<file path="src/rtl/prpsw_pkg.sv">
package prpsw_pkg;

  localparam int PAGE_LOG2_MIN   = 12;
  localparam int PAGE_LOG2_MAX   = 16;
  localparam int PAGE_LOG2_RESET = 12;
  localparam int ENTRY_BYTES     = 8;
  localparam int QUEUE_DEPTH     = 4;

  localparam logic MODE_CMD        = 1'b0;
  localparam logic MODE_ENTRY      = 1'b1;
  localparam logic STATUS_OK       = 1'b0;
  localparam logic STATUS_TOO_MANY = 1'b1;

  typedef struct packed {
    logic        seg_valid;
    logic [63:0] seg_address;
    logic [16:0] seg_length;
    logic [8:0]  seg_number;
    logic [31:0] running_total;
    logic        misaligned;
    logic [63:0] fetch_address;
    logic        awaiting_entry;
    logic        status;
    logic        last;
  } res_t;

  // One classified request: one result, or two when the command spans two pages.
  typedef struct packed {
    logic two;
    res_t r0;
    res_t r1;
  } job_t;

endpackage

</file>
<file path="src/rtl/prpsw_front.sv">
module prpsw_front #(
  parameter int MAX_SEGMENTS = 256
) (
  input  logic                clk,
  input  logic                rst_n,
  input  logic [4:0]          page_size_log2,
  input  logic                push,
  input  logic                q_full,
  input  logic                in_mode,
  input  logic [63:0]         in_first_pointer,
  input  logic [63:0]         in_second_pointer,
  input  logic [31:0]         in_transfer_length,
  input  logic [63:0]         in_entry_address,
  output logic                full,
  output logic                job_push,
  output prpsw_pkg::job_t     job
);

  localparam int CW = $clog2(MAX_SEGMENTS + 1);

  logic        active_r, active_nxt;
  logic [31:0] bytes_left_r, bytes_left_nxt;
  logic [31:0] bytes_done_r, bytes_done_nxt;
  logic [63:0] fetch_r, fetch_nxt;
  logic [CW-1:0] seg_cnt_r, seg_cnt_nxt;

  logic        accept;
  logic [4:0]  sh;
  logic [16:0] page;
  logic [15:0] pmask;
  logic [16:0] room;
  logic [32:0] room_two;
  logic [31:0] rem;
  logic [16:0] chunk;
  logic [31:0] left_e;
  logic [31:0] done_e;
  logic [CW-1:0] cnt_inc;
  logic [CW+8:0] num_wide;
  logic        mis_e;
  logic        mis_p2;

  assign full     = q_full;
  assign accept   = push & ~q_full;
  assign job_push = accept & ((in_mode == prpsw_pkg::MODE_CMD) | active_r);

  always_comb begin
    if (page_size_log2 < 5'(prpsw_pkg::PAGE_LOG2_MIN)) begin
      sh = 5'(prpsw_pkg::PAGE_LOG2_MIN);
    end else if (page_size_log2 > 5'(prpsw_pkg::PAGE_LOG2_MAX)) begin
      sh = 5'(prpsw_pkg::PAGE_LOG2_MAX);
    end else begin
      sh = page_size_log2;
    end
  end

  assign page     = 17'd1 << sh;
  assign pmask    = 16'(page - 17'd1);
  assign room     = page - {1'b0, in_first_pointer[15:0] & pmask};
  assign room_two = {16'b0, room} + {16'b0, page};
  assign rem      = in_transfer_length - {15'b0, room};
  assign mis_p2   = |(in_second_pointer[15:0] & pmask);

  assign chunk    = (bytes_left_r < {15'b0, page}) ? bytes_left_r[16:0] : page;
  assign left_e   = bytes_left_r - {15'b0, chunk};
  assign done_e   = bytes_done_r + {15'b0, chunk};
  assign cnt_inc  = seg_cnt_r + CW'(1);
  assign num_wide = {9'b0, seg_cnt_r};
  assign mis_e    = |(in_entry_address[15:0] & pmask);

  always_comb begin
    job            = '0;
    active_nxt     = active_r;
    bytes_left_nxt = bytes_left_r;
    bytes_done_nxt = bytes_done_r;
    fetch_nxt      = fetch_r;
    seg_cnt_nxt    = seg_cnt_r;
    if (in_mode == prpsw_pkg::MODE_CMD) begin
      active_nxt     = 1'b0;
      bytes_left_nxt = '0;
      bytes_done_nxt = '0;
      fetch_nxt      = '0;
      seg_cnt_nxt    = '0;
      if (in_transfer_length == 32'd0) begin
        job.r0.last = 1'b1;
      end else if (in_transfer_length <= {15'b0, room}) begin
        job.r0.seg_valid     = 1'b1;
        job.r0.seg_address   = in_first_pointer;
        job.r0.seg_length    = in_transfer_length[16:0];
        job.r0.running_total = in_transfer_length;
        job.r0.last          = 1'b1;
      end else begin
        job.r0.seg_valid     = 1'b1;
        job.r0.seg_address   = in_first_pointer;
        job.r0.seg_length    = room;
        job.r0.running_total = {15'b0, room};
        if ({1'b0, in_transfer_length} <= room_two) begin
          job.two              = 1'b1;
          job.r1.seg_valid     = 1'b1;
          job.r1.seg_address   = in_second_pointer;
          job.r1.seg_length    = rem[16:0];
          job.r1.seg_number    = 9'd1;
          job.r1.running_total = in_transfer_length;
          job.r1.misaligned    = mis_p2;
          job.r1.last          = 1'b1;
        end else begin
          job.r0.fetch_address  = in_second_pointer;
          job.r0.awaiting_entry = 1'b1;
          active_nxt     = 1'b1;
          bytes_left_nxt = rem;
          bytes_done_nxt = {15'b0, room};
          fetch_nxt      = in_second_pointer + 64'(prpsw_pkg::ENTRY_BYTES);
          seg_cnt_nxt    = CW'(1);
        end
      end
    end else if (active_r) begin
      job.r0.seg_valid     = 1'b1;
      job.r0.seg_address   = in_entry_address;
      job.r0.seg_length    = chunk;
      job.r0.seg_number    = num_wide[8:0];
      job.r0.running_total = done_e;
      job.r0.misaligned    = mis_e;
      bytes_left_nxt = left_e;
      bytes_done_nxt = done_e;
      seg_cnt_nxt    = cnt_inc;
      if (left_e == 32'd0) begin
        job.r0.last = 1'b1;
        active_nxt  = 1'b0;
      end else if (cnt_inc >= CW'(MAX_SEGMENTS)) begin
        job.r0.status = prpsw_pkg::STATUS_TOO_MANY;
        job.r0.last   = 1'b1;
        active_nxt    = 1'b0;
      end else begin
        job.r0.fetch_address  = fetch_r;
        job.r0.awaiting_entry = 1'b1;
        fetch_nxt = fetch_r + 64'(prpsw_pkg::ENTRY_BYTES);
      end
    end
  end

  always_ff @(posedge clk) begin
    if (!rst_n) begin
      active_r     <= 1'b0;
      bytes_left_r <= '0;
      bytes_done_r <= '0;
      fetch_r      <= '0;
      seg_cnt_r    <= '0;
    end else if (accept) begin
      active_r     <= active_nxt;
      bytes_left_r <= bytes_left_nxt;
      bytes_done_r <= bytes_done_nxt;
      fetch_r      <= fetch_nxt;
      seg_cnt_r    <= seg_cnt_nxt;
    end
  end

endmodule

</file>
<file path="src/rtl/prpsw_queue.sv">
module prpsw_queue (
  input  logic            clk,
  input  logic            rst_n,
  input  logic            wr_en,
  input  prpsw_pkg::job_t wr_data,
  input  logic            rd_en,
  output prpsw_pkg::job_t rd_data,
  output logic            full,
  output logic            empty
);

  localparam int DEPTH = prpsw_pkg::QUEUE_DEPTH;
  localparam int AW    = $clog2(DEPTH);

  prpsw_pkg::job_t mem_r [DEPTH];
  logic [AW-1:0] wr_ptr_r;
  logic [AW-1:0] rd_ptr_r;
  logic [AW:0]   cnt_r;
  logic          do_wr;
  logic          do_rd;

  assign full    = (cnt_r == (AW+1)'(DEPTH));
  assign empty   = (cnt_r == '0);
  assign do_wr   = wr_en & ~full;
  assign do_rd   = rd_en & ~empty;
  assign rd_data = mem_r[rd_ptr_r];

  always_ff @(posedge clk) begin
    if (do_wr) begin
      mem_r[wr_ptr_r] <= wr_data;
    end
  end

  always_ff @(posedge clk) begin
    if (!rst_n) begin
      wr_ptr_r <= '0;
      rd_ptr_r <= '0;
      cnt_r    <= '0;
    end else begin
      if (do_wr) begin
        wr_ptr_r <= (wr_ptr_r == AW'(DEPTH - 1)) ? '0 : wr_ptr_r + AW'(1);
      end
      if (do_rd) begin
        rd_ptr_r <= (rd_ptr_r == AW'(DEPTH - 1)) ? '0 : rd_ptr_r + AW'(1);
      end
      if (do_wr && !do_rd) begin
        cnt_r <= cnt_r + (AW+1)'(1);
      end else if (do_rd && !do_wr) begin
        cnt_r <= cnt_r - (AW+1)'(1);
      end
    end
  end

endmodule

</file>
<file path="src/rtl/prpsw_back.sv">
module prpsw_back (
  input  logic            clk,
  input  logic            rst_n,
  input  prpsw_pkg::job_t q_job,
  input  logic            q_empty,
  output logic            q_pop,
  input  logic            pop,
  output logic            empty,
  output prpsw_pkg::res_t res
);

  prpsw_pkg::res_t out_res_r;
  prpsw_pkg::res_t pend_res_r;
  logic            out_valid_r;
  logic            pend_r;
  logic            load;

  // The output register may be refilled in the same cycle its result is taken.
  assign load  = ~out_valid_r | pop;
  assign q_pop = load & ~pend_r & ~q_empty;
  assign empty = ~out_valid_r;
  assign res   = out_res_r;

  always_ff @(posedge clk) begin
    if (!rst_n) begin
      out_valid_r <= 1'b0;
      pend_r      <= 1'b0;
    end else if (load) begin
      if (pend_r) begin
        out_valid_r <= 1'b1;
        pend_r      <= 1'b0;
      end else if (!q_empty) begin
        out_valid_r <= 1'b1;
        pend_r      <= q_job.two;
      end else begin
        out_valid_r <= 1'b0;
      end
    end
  end

  always_ff @(posedge clk) begin
    if (load) begin
      if (pend_r) begin
        out_res_r <= pend_res_r;
      end else if (!q_empty) begin
        out_res_r  <= q_job.r0;
        pend_res_r <= q_job.r1;
      end
    end
  end

endmodule

</file>
<file path="src/rtl/prp_segment_walker.sv">
// Channel   Handshake              Payload
// input     push / full            in_mode, in_first_pointer, in_second_pointer,
//                                  in_transfer_length, in_entry_address
// result    empty / pop            out_seg_valid ... out_last (one result per pop)
// config    cfg_wr_en              cfg_wr_data (page_size_log2)
//
// One request is accepted per cycle while the four-entry job queue has room.
// A request's results pass through the job queue and then the output register;
// a command that covers two pages gives its two results from the output stage
// one after the other, every other queued request one.
// Reset (rst_n low, synchronous) empties the queue and output stage, ends any
// walk and sets page_size_log2 to 12. Either side may stall without loss.
module prp_segment_walker #(
  parameter int MAX_SEGMENTS = 256
) (
  input  logic        clk,
  input  logic        rst_n,
  input  logic        cfg_wr_en,
  input  logic [4:0]  cfg_wr_data,
  input  logic        push,
  output logic        full,
  input  logic        in_mode,
  input  logic [63:0] in_first_pointer,
  input  logic [63:0] in_second_pointer,
  input  logic [31:0] in_transfer_length,
  input  logic [63:0] in_entry_address,
  output logic        empty,
  input  logic        pop,
  output logic        out_seg_valid,
  output logic [63:0] out_seg_address,
  output logic [16:0] out_seg_length,
  output logic [8:0]  out_seg_number,
  output logic [31:0] out_running_total,
  output logic        out_misaligned,
  output logic [63:0] out_fetch_address,
  output logic        out_awaiting_entry,
  output logic        out_status,
  output logic        out_last
);

  logic [4:0]      page_size_log2_r;
  logic            q_full;
  logic            q_empty;
  logic            q_push;
  logic            q_pop;
  prpsw_pkg::job_t push_job;
  prpsw_pkg::job_t head_job;
  prpsw_pkg::res_t res;

  always_ff @(posedge clk) begin
    if (!rst_n) begin
      page_size_log2_r <= 5'(prpsw_pkg::PAGE_LOG2_RESET);
    end else if (cfg_wr_en) begin
      page_size_log2_r <= cfg_wr_data;
    end
  end

  prpsw_front #(
    .MAX_SEGMENTS (MAX_SEGMENTS)
  ) u_front (
    .clk                (clk),
    .rst_n              (rst_n),
    .page_size_log2     (page_size_log2_r),
    .push               (push),
    .q_full             (q_full),
    .in_mode            (in_mode),
    .in_first_pointer   (in_first_pointer),
    .in_second_pointer  (in_second_pointer),
    .in_transfer_length (in_transfer_length),
    .in_entry_address   (in_entry_address),
    .full               (full),
    .job_push           (q_push),
    .job                (push_job)
  );

  prpsw_queue u_queue (
    .clk     (clk),
    .rst_n   (rst_n),
    .wr_en   (q_push),
    .wr_data (push_job),
    .rd_en   (q_pop),
    .rd_data (head_job),
    .full    (q_full),
    .empty   (q_empty)
  );

  prpsw_back u_back (
    .clk     (clk),
    .rst_n   (rst_n),
    .q_job   (head_job),
    .q_empty (q_empty),
    .q_pop   (q_pop),
    .pop     (pop),
    .empty   (empty),
    .res     (res)
  );

  assign out_seg_valid      = res.seg_valid;
  assign out_seg_address    = res.seg_address;
  assign out_seg_length     = res.seg_length;
  assign out_seg_number     = res.seg_number;
  assign out_running_total  = res.running_total;
  assign out_misaligned     = res.misaligned;
  assign out_fetch_address  = res.fetch_address;
  assign out_awaiting_entry = res.awaiting_entry;
  assign out_status         = res.status;
  assign out_last           = res.last;

endmodule
</file>
<file path="config.mk">
export PLATFORM = sky130hd
export DESIGN_NAME = prp_segment_walker
export DESIGN_NICKNAME = d
export VERILOG_FILES = /design/src/rtl/prpsw_pkg.sv /design/src/rtl/prpsw_front.sv /design/src/rtl/prpsw_queue.sv /design/src/rtl/prpsw_back.sv /design/src/rtl/prp_segment_walker.sv
export SDC_FILE = /design/constraint.sdc
export NUM_CORES = 2
export LEC_CHECK = 0
export ABC_CLOCK_PERIOD_IN_PS = 15400
export BUFFER_PORTS_ARGS = -buffer_cell sky130_fd_sc_hd__buf_4
export CORE_AREA = 3 3 385 387
export DETAILED_ROUTE_END_ITERATION = 16
export DIE_AREA = 0 0 388 390
export PLACE_DENSITY = 0.72
export RECOVER_POWER = 25
export SYNTH_ARGS = -nofsm -noshare
export SYNTH_HDL_FRONTEND = slang
export SYNTH_SLANG_ARGS = --single-unit
</file>
<file path="constraint.sdc">
create_clock -name clk -period 15.4 [get_ports clk]
set_input_delay 3.08 -clock clk [delete_from_list [all_inputs] [get_ports clk]]
set_output_delay 3.08 -clock clk [all_outputs]
set_load 0.01 [all_outputs]
</file>
==> flow_summary.ini <==
[synth]
synth_common_cells = edfxtp_1, mux4_2, nand2_1
seq_area_frac_synth_pct = 67.81
synth_area_um2 = 72310
syn_inst = 4536
ys_ff_latch = 1684
synth_ff_type = edfxtp_1
synthArstFlopShare_pct = 0
synth.top_cell.area_share_pct = 63.54
synth-edff-count = 1530
synth_largest_area_cell = edfxtp_1
synth_cell_types = 89
avgSynthCellArea_um2 = 15.94
yosysMostFrequentCell = edfxtp_1
ys.warnings.count = 0
synthTopCellsByArea = edfxtp_1, mux4_2, dfxtp_1

[sta]
setup_viol = 0
post-route-period-util_pct = 73.73
hold_violations = 0
finalCriticalPeriod_ns = 11.35
rsz0062_at_grt = no
worst_slew_pin_slew_ns = 9.019
whs_ns = 0.4627
finClkSkew_ns = 0.03711
slew_headroom_pct = -501.3
timing.final.max_slew_violations = 866
setup_tns_ns = 0
fmax_mhz = 88.07

[global_route]
grt_antenna_before_repair = 30
grt_pass1_wl_mm = 282.7
gr-total-overflow = 0
grtUsageTotal_pct = 25.07
grt_pass1_vias = 42840
grt_max_degree = 138

[setup_path]
required_ns = 15.94
critPathArrivalTime_ns = 11.89
path_cells = clkbuf_4, nor2_1, nor3_1, clkbuf_1, inv_1, ha_1, inv_1, fa_1, mux2i_1, nor2_1
crit_path_top_delay_cell = clkbuf_1
r2r_end = u_back.res[118]
critPathMaxStageDelay_ns = 6.24
rr_worst_depth = 4
path_max_fanout = 118
rrSetupSlack_ns = 4.99
crit_type = in -> reg
end_kind = register
start_kind = input port

[clocking]
htreeDepth = 4
post_cts_buffers = 0
clk_pin_slew_worst_paths_ns = 0.06
ctsHoldBuffers = 0
cts.sinks = 1684
clk_latency_ns = 0.82
cts_tree = done
post_cts_resized = 0
clock_path_buffers = 3
numCtsBuffers = 169
clockRootBuffer = clkbuf_16

[power_and_ir_drop]
p_seq_share_pct = 45.9
switchingPower_mw = 4.140
p_sw_share_pct = 29.58
clkPwrFrac_pct = 28.5
peakVddDrop_mv = 0.1940
p_per_area_nw_per_um2 = 169.3
pwr-share-comb_pct = 25.6
internal-power_mw = 9.857
leakagePower_nw = 28.63

[final_layout]
drive_gt1_share_pct = 19.39
area_delta_synth_final_pct = 14.37
nNetsFinal = 5390

[hold_path]
hold_end = u_front.fetch_r[1]
min_from = u_front.fetch_r[1]
hold_class = reg -> reg
whs_path_depth = 2

[place]
place.port_buffers = 427
dp_hpwl_mm = 124.4
place_congestion = 0.8902

[die]
coreArea_um2 = 145200
start_util_pct = 49.79
rows = 140
die-area_um2 = 151300
io_pins = 428
die_h_um = 390
die_width_um = 388

[detailed_routing]
ant_nets = 0
vias_per_cell = 6.129
wirelength_mm = 192.5
first_pass_iters = 6
via_count = 43560
drt_iter0_markers = 4671
post_drt_wl_per_cell_um = 27.09
drcViolationCount = 0

[run_status]
status = finished, violations left
violations = max-capacitance violations, max-slew violations

[job]
max_cap_violations = 17
==> power by group through the flow <==
stage          Sequential (mW)  Combinational (mW)  Clock (mW)
2_1_floorplan             6.53                2.27           0
3_3_place_gp              6.40                3.69           0
3_5_place_dp              6.42                3.72           0
4_1_cts                   6.33                3.74        4.07
5_1_grt                   6.49                3.87        4.25
6_report                  6.42                3.58        3.99
==> sequential cells by signal, indices dropped and copies added (netlist names), named ones only <==
register,count
u_front.active_r,1
u_queue.mem_r,1224
u_back.pend_r,1
u_front.fetch_r,64
u_back.res,191
u_front.bytes_left_r,32
u_queue.wr_ptr_r,2
u_queue.rd_ptr_r,2
u_queue.cnt_r,3
u_back.pend_res_r,115
page_size_log2_r,5
u_back.out_valid_r,1
u_front.seg_cnt_r,9
u_front.bytes_done_r,32
==> metal layers <==
metal | part of all wire (%) | up-vias | GRT usage (%) | wire [um]
met1 | 41 | 22310 | 35.18 | 79170
met2 | 48 | 1957 | 39.86 | 91830
met4 | 2.9 | 14 | 7.664 | 5654
met3 | 8.2 | 353 | 5.102 | 15750
met5 | 0.048 | - | 0 | 92
li1 | - | 18930 | - | -
==> metrics by stage <==
stage          utilization (%)  std cells  worst slack [ns]  power (mW)  area [um^2]
6_report                 56.95       7107             4.046       14.00        82690
5_1_grt                  56.93       7098             3.403       14.61        82670
4_1_cts                  57.38       7090             6.910       14.14        83330
3_5_place_dp             53.65       6783             6.065       10.13        77910
3_3_place_gp             53.65       6783             6.017       10.09        77910
2_1_floorplan                -       4616             2.161       8.798        72610
==> area by class of cell <==
type                            count  area [um^2]
Multi-Input combinational cell   2597        22340
Clock inverter                     89        889.6
Inverter                           95        356.6
Timing Repair Buffer              490         3100
Sequential cell                  1684        49030
Fill cell                       11260        62520
Tap cell                         1917         2399
Clock buffer                      218         4529
Antenna cell                       17        42.54
==> cell families after synthesis <==
group | count (synthesis) | share of synthesized area, %
other | 2 | 0.01039
multiplexers | 443 | 11.63
AND/OR/NAND/NOR | 996 | 7.031
flip-flops | 1684 | 67.81
AO/OA/AOI/OAI | 783 | 7.479
adder cells (fa/ha/maj) | 118 | 2.094
buffers and inverters | 335 | 1.833
XOR/XNOR | 175 | 2.120
==> worst max-delay path: cells and delay by family <==
kind | cells | cell delay [ns]
buffers and inverters | 4 | 7.14
adder cells (fa/ha/maj) | 2 | 1.07
AND/OR/NAND/NOR | 3 | 0.40
multiplexers | 1 | 0.15
==> layout by cell type (no fill, tap or decap), types with 21 or more instances in the layout <==
| cell | count |
|---|---|
| a21o_1 | 47 |
| nand2b_1 | 21 |
| dfxtp_1 | 152 |
| clkinv_1 | 40 |
| inv_1 | 92 |
| o211ai_1 | 34 |
| nor3_1 | 92 |
| nand2_1 | 226 |
| nand4_1 | 36 |
| mux2i_1 | 21 |
| a31oi_1 | 23 |
| nand3_1 | 75 |
| a21oi_1 | 156 |
| buf_4 | 322 |
| and3_1 | 56 |
| o21a_1 | 30 |
| clkbuf_16 | 174 |
| clkinv_2 | 23 |
| xnor2_1 | 97 |
| nor2b_1 | 97 |
| conb_1 | 82 |
| ha_1 | 113 |
| o22ai_1 | 39 |
| o21ai_0 | 159 |
| nor4_1 | 25 |
| mux4_2 | 306 |
| edfxtp_1 | 1530 |
| mux2_2 | 98 |
| xor2_1 | 78 |
| and2_1 | 93 |
| nor2_1 | 187 |
| clkbuf_1 | 207 |
| a22o_1 | 128 |
==> worst max-delay path by stage <==
| stage | start | to |
|---|---|---|
| after global placement | in_first_pointer[0] | u_queue.mem_r[0][4] |
| after detailed placement | in_first_pointer[0] | u_queue.mem_r[2][10] |
| after floorplan | pop | u_queue.cnt_r[2] |
| final | pop | u_queue.cnt_r[1] |
| after CTS | in_first_pointer[0] | u_queue.mem_r[1][68] |
| after global routing | register | u_back.res[118] |
(Power assumes the default switching activity.)
